[config.mk]
export PLATFORM = sky130hd
export DESIGN_NAME = double_ended_queue_core_flat
export DESIGN_NICKNAME = d
export VERILOG_FILES = /design/src/rtl/deq_pkg.sv /design/src/rtl/deq_ifs.sv /design/src/rtl/double_ended_queue_core.sv /design/src/rtl/deq_cell.sv /design/src/rtl/deq_ctrl.sv /design/src/flat_wrapper.sv
export SDC_FILE = /design/constraint.sdc
export NUM_CORES = 1
export LEC_CHECK = 0
export ABC_AREA = 1
export BUFFER_PORTS_ARGS = -buffer_cell sky130_fd_sc_hd__buf_2
export CORE_MARGIN = 5
export CORE_UTILIZATION = 35
export CTS_CLUSTER_SIZE = 12
export DETAILED_ROUTE_END_ITERATION = 10
export PLACE_DENSITY = 0.55
export SLEW_MARGIN = 25
export SYNTH_ARGS = -nofsm -noshare
export SYNTH_HDL_FRONTEND = slang
export SYNTH_SLANG_ARGS = --single-unit
[constraint.sdc]
create_clock -name clk -period 5.6 [get_ports clk]
set_input_delay 1.12 -clock clk [delete_from_list [all_inputs] [get_ports clk]]
set_output_delay 1.12 -clock clk [all_outputs]
set_load 0.03 [all_outputs]
[src/rtl/deq_pkg.sv]
// shared types and constants for the double-ended queue
package deq_pkg;

  localparam int CMD_W          = 3;
  localparam int VALUE_W        = 32;
  localparam int STATUS_W       = 2;
  localparam int FILL_W         = 5;
  localparam int DEPTH_DEF      = 16;
  localparam int DATA_WIDTH_DEF = 32;

  typedef enum logic [CMD_W-1:0] {
    CMD_PUSH_FRONT = 3'd0,
    CMD_PUSH_REAR  = 3'd1,
    CMD_POP_FRONT  = 3'd2,
    CMD_POP_REAR   = 3'd3,
    CMD_PEEK_FRONT = 3'd4,
    CMD_PEEK_REAR  = 3'd5
  } cmd_t;

  typedef enum logic [STATUS_W-1:0] {
    ST_OK    = 2'd0,
    ST_EMPTY = 2'd1,
    ST_FULL  = 2'd2
  } status_t;

  // broadcast to every cell of the chain
  typedef struct packed {
    logic push_front;  // every cell takes its front-side neighbor
    logic push_rear;   // the cell just past the rear loads the new word
    logic pop_front;   // every cell takes its rear-side neighbor
  } cell_ctl_t;

endpackage

[src/rtl/deq_ifs.sv]
// valid/ready channel interfaces for commands and results
interface deq_in_if
  import deq_pkg::*;
();
  logic                      valid;
  logic                      ready;
  logic [CMD_W-1:0]          command;
  logic signed [VALUE_W-1:0] value;

  modport source (output valid, command, value, input ready);
  modport sink   (input valid, command, value, output ready);
endinterface

interface deq_out_if
  import deq_pkg::*;
();
  logic                      valid;
  logic                      ready;
  logic signed [VALUE_W-1:0] element;
  logic [STATUS_W-1:0]       status;
  logic [FILL_W-1:0]         fill_count;

  modport source (output valid, element, status, fill_count, input ready);
  modport sink   (input valid, element, status, fill_count, output ready);
endinterface

[src/rtl/double_ended_queue_core.sv]
// bounded double-ended queue built as a shifting chain of word cells
//
// in_ch carries one command word (command, value); out_ch returns one result
// word (element, status, fill_count) for every accepted command, in order.
// the front of the queue always sits in cell 0; push front and pop front
// shift the whole chain by one cell at once, push rear loads the
// cell just past the rear, and the rear word is picked by an or tree over
// the cell taps selected by the element count.
// the result word is registered and shows on out_ch in the cycle after
// the command is accepted. the queue takes one command per cycle while
// out_ch is not stalled, set by the chain shift and the count register.
// when out_ch is stalled the result word holds; in_ch.ready stays high as long
// as the result register is empty or being drained in the same cycle.
// reset empties the queue (count zero, no result pending); cell contents are
// left as they are and are never read before being written.
module double_ended_queue_core
  import deq_pkg::*;
#(
  parameter int DEPTH      = DEPTH_DEF,
  parameter int DATA_WIDTH = DATA_WIDTH_DEF
) (
  input  logic      clk,
  input  logic      rst_n,
  deq_in_if.sink    in_ch,
  deq_out_if.source out_ch
);

  localparam int CNT_W = $clog2(DEPTH + 1);

  cell_ctl_t             ctl;
  logic [CNT_W-1:0]      count;
  logic [DATA_WIDTH-1:0] push_word;
  logic [DATA_WIDTH-1:0] cell_data [DEPTH];
  logic [DATA_WIDTH-1:0] rear_taps [DEPTH];
  logic [DATA_WIDTH-1:0] rear_data;

  assign push_word = DATA_WIDTH'(in_ch.value);

  for (genvar i = 0; i < DEPTH; i++) begin : g_cell
    logic [DATA_WIDTH-1:0] prev_word;
    logic [DATA_WIDTH-1:0] next_word;

    if (i == 0) begin : g_first
      assign prev_word = push_word;
    end else begin : g_mid_prev
      assign prev_word = cell_data[i-1];
    end

    if (i == DEPTH - 1) begin : g_last
      assign next_word = cell_data[i];
    end else begin : g_mid_next
      assign next_word = cell_data[i+1];
    end

    deq_cell #(
      .DATA_WIDTH (DATA_WIDTH),
      .CNT_W      (CNT_W),
      .IDX        (i)
    ) u_cell (
      .clk         (clk),
      .ctl_i       (ctl),
      .count_i     (count),
      .push_word_i (push_word),
      .prev_i      (prev_word),
      .next_i      (next_word),
      .data_o      (cell_data[i]),
      .rear_tap_o  (rear_taps[i])
    );
  end

  always_comb begin
    rear_data = '0;
    for (int i = 0; i < DEPTH; i++) begin
      rear_data = rear_data | rear_taps[i];
    end
  end

  deq_ctrl #(
    .DEPTH      (DEPTH),
    .DATA_WIDTH (DATA_WIDTH),
    .CNT_W      (CNT_W)
  ) u_ctrl (
    .clk     (clk),
    .rst_n   (rst_n),
    .in_ch   (in_ch),
    .out_ch  (out_ch),
    .front_i (cell_data[0]),
    .rear_i  (rear_data),
    .ctl_o   (ctl),
    .count_o (count)
  );

  a_count_bound: assert property (@(posedge clk) disable iff (!rst_n)
    count <= CNT_W'(DEPTH))
    else $error("element count above depth");

  a_fill_matches_count: assert property (@(posedge clk) disable iff (!rst_n)
    out_ch.valid |-> out_ch.fill_count == FILL_W'(count))
    else $error("pending fill_count differs from element count");

  a_full_status: assert property (@(posedge clk) disable iff (!rst_n)
    (out_ch.valid && out_ch.status == ST_FULL) |-> count == CNT_W'(DEPTH))
    else $error("full status while queue not full");

  a_empty_status: assert property (@(posedge clk) disable iff (!rst_n)
    (out_ch.valid && out_ch.status == ST_EMPTY) |->
      (count == '0 && out_ch.element == '0))
    else $error("empty status while queue holds words");

endmodule

[src/rtl/deq_cell.sv]
// one storage cell of the shifting chain
module deq_cell
  import deq_pkg::*;
#(
  parameter int DATA_WIDTH = DATA_WIDTH_DEF,
  parameter int CNT_W      = 5,
  parameter int IDX        = 0
) (
  input  logic                  clk,
  input  cell_ctl_t             ctl_i,
  input  logic [CNT_W-1:0]      count_i,
  input  logic [DATA_WIDTH-1:0] push_word_i,
  input  logic [DATA_WIDTH-1:0] prev_i,
  input  logic [DATA_WIDTH-1:0] next_i,
  output logic [DATA_WIDTH-1:0] data_o,
  output logic [DATA_WIDTH-1:0] rear_tap_o
);

  localparam logic [CNT_W-1:0] IDX_C = CNT_W'(IDX);

  logic [DATA_WIDTH-1:0] data_r;
  logic                  is_rear;
  logic                  is_free_slot;

  assign is_rear      = (count_i - CNT_W'(1)) == IDX_C;
  assign is_free_slot = count_i == IDX_C;

  always_ff @(posedge clk) begin
    if (ctl_i.push_front) begin
      data_r <= prev_i;
    end else if (ctl_i.pop_front) begin
      data_r <= next_i;
    end else if (ctl_i.push_rear && is_free_slot) begin
      data_r <= push_word_i;
    end
  end

  assign data_o     = data_r;
  // only the rear cell drives its tap, the rest contribute zero to the or tree
  assign rear_tap_o = is_rear ? data_r : '0;

endmodule

[src/rtl/deq_ctrl.sv]
// command decode, element count and registered result word
module deq_ctrl
  import deq_pkg::*;
#(
  parameter int DEPTH      = DEPTH_DEF,
  parameter int DATA_WIDTH = DATA_WIDTH_DEF,
  parameter int CNT_W      = $clog2(DEPTH + 1)
) (
  input  logic                  clk,
  input  logic                  rst_n,
  deq_in_if.sink                in_ch,
  deq_out_if.source             out_ch,
  input  logic [DATA_WIDTH-1:0] front_i,
  input  logic [DATA_WIDTH-1:0] rear_i,
  output cell_ctl_t             ctl_o,
  output logic [CNT_W-1:0]      count_o
);

  logic [CNT_W-1:0]             count_r, count_nxt;
  logic                         out_valid_r, out_valid_nxt;
  logic signed [VALUE_W-1:0]    element_r;
  logic [STATUS_W-1:0]          status_r;
  logic [FILL_W-1:0]            fill_r;

  logic                         accept;
  logic                         full;
  logic                         empty;
  cmd_t                         cmd;
  cell_ctl_t                    ctl;
  status_t                      status;
  logic signed [DATA_WIDTH-1:0] elem_word;
  logic [CNT_W-1:0]             count_step;

  assign in_ch.ready = !out_valid_r || out_ch.ready;
  assign accept      = in_ch.valid && in_ch.ready;
  assign full        = count_r == CNT_W'(DEPTH);
  assign empty       = count_r == '0;
  assign cmd         = cmd_t'(in_ch.command);

  always_comb begin
    ctl        = '0;
    status     = ST_OK;
    elem_word  = '0;
    count_step = count_r;
    case (cmd)
      CMD_PUSH_FRONT, CMD_PUSH_REAR: begin
        if (full) begin
          status = ST_FULL;
        end else begin
          ctl.push_front = cmd == CMD_PUSH_FRONT;
          ctl.push_rear  = cmd == CMD_PUSH_REAR;
          count_step     = count_r + CNT_W'(1);
        end
      end
      CMD_POP_FRONT, CMD_PEEK_FRONT: begin
        if (empty) begin
          status = ST_EMPTY;
        end else begin
          elem_word = front_i;
          if (cmd == CMD_POP_FRONT) begin
            ctl.pop_front = 1'b1;
            count_step    = count_r - CNT_W'(1);
          end
        end
      end
      CMD_POP_REAR, CMD_PEEK_REAR: begin
        if (empty) begin
          status = ST_EMPTY;
        end else begin
          elem_word = rear_i;
          // rear pop leaves the cell alone, the count alone moves the rear
          if (cmd == CMD_POP_REAR) begin
            count_step = count_r - CNT_W'(1);
          end
        end
      end
      default: begin
      end
    endcase
  end

  assign ctl_o         = accept ? ctl : '0;
  assign count_nxt     = accept ? count_step : count_r;
  assign out_valid_nxt = accept || (out_valid_r && !out_ch.ready);

  always_ff @(posedge clk) begin
    if (!rst_n) begin
      count_r     <= '0;
      out_valid_r <= 1'b0;
    end else begin
      count_r     <= count_nxt;
      out_valid_r <= out_valid_nxt;
    end
  end

  always_ff @(posedge clk) begin
    if (accept) begin
      element_r <= VALUE_W'(elem_word);
      status_r  <= status;
      fill_r    <= FILL_W'(count_step);
    end
  end

  assign count_o           = count_r;
  assign out_ch.valid      = out_valid_r;
  assign out_ch.element    = element_r;
  assign out_ch.status     = status_r;
  assign out_ch.fill_count = fill_r;

endmodule
[src/flat_wrapper.sv]
// flat-port wrapper written by rule: the top's interface ports become plain ports
module double_ended_queue_core_flat import deq_pkg::*;
#(
  parameter int DEPTH      = DEPTH_DEF,
  parameter int DATA_WIDTH = DATA_WIDTH_DEF
)
  (clk, rst_n, in_ch_valid, in_ch_command, in_ch_value, in_ch_ready, out_ch_valid, out_ch_element, out_ch_status, out_ch_fill_count, out_ch_ready);
  deq_in_if in_ch_i ();
  deq_out_if out_ch_i ();
  input  logic clk;
  input  logic rst_n;
  input wire logic [$bits(in_ch_i.valid)-1:0] in_ch_valid;
  input wire logic [$bits(in_ch_i.command)-1:0] in_ch_command;
  input wire logic [$bits(in_ch_i.value)-1:0] in_ch_value;
  output wire logic [$bits(in_ch_i.ready)-1:0] in_ch_ready;
  output wire logic [$bits(out_ch_i.valid)-1:0] out_ch_valid;
  output wire logic [$bits(out_ch_i.element)-1:0] out_ch_element;
  output wire logic [$bits(out_ch_i.status)-1:0] out_ch_status;
  output wire logic [$bits(out_ch_i.fill_count)-1:0] out_ch_fill_count;
  input wire logic [$bits(out_ch_i.ready)-1:0] out_ch_ready;
  assign in_ch_i.valid = in_ch_valid;
  assign in_ch_i.command = in_ch_command;
  assign in_ch_i.value = in_ch_value;
  assign in_ch_ready = in_ch_i.ready;
  assign out_ch_valid = out_ch_i.valid;
  assign out_ch_element = out_ch_i.element;
  assign out_ch_status = out_ch_i.status;
  assign out_ch_fill_count = out_ch_i.fill_count;
  assign out_ch_i.ready = out_ch_ready;
  double_ended_queue_core #(.DEPTH(DEPTH), .DATA_WIDTH(DATA_WIDTH)) u_core (.clk(clk), .rst_n(rst_n), .in_ch(in_ch_i), .out_ch(out_ch_i));
endmodule
==> impl_metrics.toml <==
[status]
status = "completed"

[finish]
layout-drive-gt1-share_pct = 8.23
final_common_cell = "nand2_1"
fin_area_sq_um = 33000
mostFrequentLayoutCells = "nand2_1, nand3_1, edfxtp_1"
fill_cells = 8496
ff_latch_area_sq_um = 16700
multi_input_area_sq_um = 11500
fin_nets = 3522
layout-area-overhead-vs-synth_pct = 12.0

[logic_synthesis]
avgSynthCellArea_sq_um = 8.41
yosys_warnings = 0
syn_area_sq_um = 29500
synth_nets = 3550
synth_edf_count = 551
ys_seq_area_share_pct = 56.6
postSynthCellCount = 3502
synth-main-ff-cell = "edfxtp_1"
synth_async_sr_flop_share_pct = 0
ys_ff_latch = 557
synth.distinct_cells = 31

[power_and_ir_drop]
power_leakage_uw = 0.0126
powerDensity_nw_per_um2 = 318
peakVddDrop_mv = 0.181

[sta]
worst_pin_slew_ns = 1.12
fin_skew_ns = 0.0241
hold_viol_final = 0
finalSetupTns_ns = 0
fin_crit_sh_pct = 71.0
setup_ws_ns = 1.62
fmax_ghz = 0.251
slew_viol_final = 0
min_period_ns = 3.98
rsz0062_at_grt = "false"
relSlewSlack_pct = 25.3
fin_hold_ws_ns = 0.510
setup-violations-final = 0

[drt]
wire_per_inst_um = 22.1
via_per_inst = 5.50
first_iter_violations = 3186
remaining_drc_errors = 0
ant_nets = 0
vias = 25400
drt-total-wl_um = 102000
firstDrtPassIters = 6

[place]
dpl_cell_area_sq_um = 31000
post-dp-hpwl_um = 61900
gp_congestion = 0.813
numPortBuffers = 79
dp_slack_ns = 1.12

[global_routing]
antenna_found_initial = 7
grt_max_degree = 149
grt_pass1_vias = 23300
overflow = 0
grt_pass1_wl_um = 152000
track_usage_pct = 21.9

[clock_network]
cts-root-buf = "clkbuf_16"
postCtsSetupRepairBufs = 0
hold_buffers = 0
htree_levels = 3
insertion_delay_ns = 0.62
cts_inserted_buffers = 66
cts_tree = "yes"
clkSinkCount = 557
cts_max_path_buffers = 3
cts-resized-gates = 0
path_clk_slew_ns = 0.06

[run]
cap_violations = 0

[floorplan]
die_w_um = 300
rows = 106
io_pins = 80
initial_utilization_pct = 35.3
dieArea_sq_um = 90100
dieHeight_um = 300
coreArea_sq_um = 83600

[worst_setup_path]
cp.arrival_ns = 4.22
endpoint_kind = "register"
startpoint_type = "register"
reg2reg_depth = 7
worstPathRequired_ns = 5.84
setup.worst_path.class = "register to register"
rr_startpoint = "u_core.u_ctrl.count_o[2]"
r2r_slack_ns = 1.62
crit_fanout = 21
r2r-end = "u_core.g_cell[5].u_cell.data_o[20]"

[hold_path]
hp-start = "u_core.u_ctrl.out_ch.valid"
holdPathStages = 2
hold_class = "register to register"
worstHoldEndpoint = "u_core.u_ctrl.out_ch.valid"
## Yosys cell counts, types with 7 or more instances
cell	count	area (sq um)
nor2_1	137	514
buf_2	168	841
o211ai_1	44	330
inv_2	11	41.3
o21ai_0	55	275
edfxtp_1	551	16500
nand2_2	7	43.8
nand3_1	757	3790
o21ai_1	22	110
inv_1	65	244
nand2_1	1566	5880
ha_1	9	113
nand2_4	8	90.1
buf_4	16	120
clkbuf_1	45	169
a21oi_1	12	60.1
## routing by layer
| layer | part of all wire, % | vias to the layer above | global-route usage [%] |
|---|---|---|---|
| met3 | 8.1 | 151 | 3.03 |
| li1 | - | 11800 | - |
| met1 | 44 | 12200 | 31.9 |
| met4 | 2.4 | 2 | 5.96 |
| met5 | 0.013 | - | 0 |
| met2 | 45 | 1186 | 34.5 |
## kinds of logic (layout without fill, tap and decap cells)
kind of cell,count (synthesis),after routing,share of synthesized area (%)
AO/OA/AOI/OAI,139,139,2.79
adder cells (fa/ha/maj),9,9,0.382
buffers and inverters,312,335,4.96
flip-flops,557,557,56.6
other,0,3,0
AND/OR/NAND/NOR,2485,2485,35.3
## how the worst max path moves through the flow
stage,start,end,cells after the start
CTS,u_core.u_ctrl.count_o[0],u_core.g_cell[5].u_cell.data_o[24],8
global placement,out_ch_ready,u_core.g_cell[5].u_cell.data_o[17],8
finish,u_core.u_ctrl.count_o[2],u_core.g_cell[5].u_cell.data_o[20],7
detailed placement,in_ch_command[2],u_core.g_cell[5].u_cell.data_o[17],8
global route,u_core.u_ctrl.count_o[0],u_core.g_cell[5].u_cell.data_o[20],8
floorplan,out_ch_ready,u_core.g_cell[1].u_cell.data_o[0],7
## power breakdown
group | switching, uW | internal, uW
Combinational | 1040 | 325
Clock | 1820 | 2350
Sequential | 119 | 4830
Total | 2980 | 7500
## registers in the layout (all words and copies together), names as in the netlist
signal / flops
u_core.u_ctrl.count_o: 5
u_core.u_ctrl.out_ch.fill_count: 5
u_core.u_ctrl.out_ch.status: 2
u_core.u_ctrl.out_ch.element: 32
u_core.u_ctrl.out_ch.valid: 1
u_core.g_cell.u_cell.data_o: 512
## layout make-up
cell class / count / share of cell area (%)
diodes: 3 / 0.0228
clock buffers: 83 / 5.26
clock inverters: 36 / 0.834
inverters: 76 / 0.914
multi-input cells: 2633 / 35.0
flip-flops and latches: 557 / 50.5
well taps: 1080 / 4.10
repair buffers: 140 / 3.36
## metrics by stage
stage	utilization, %	total power [uW]	cells
floorplan	-	5840	3502
global placement	36.9	6360	4482
detailed placement	37.1	6390	4486
CTS	39.5	10500	4605
global route	39.5	10800	4605
finish	39.5	10500	4608
## worst max-delay path, stage by stage, from the launching register on
cell,delay [ns]
dfxtp_1,0.70
nor2_4,0.12
nand3_1,0.21
nand2_1,0.21
nor4_4,0.45
nand3_1,0.44
o31ai_4,0.85
buf_4,0.60
Note: power is estimated with default switching activity, not from simulation.
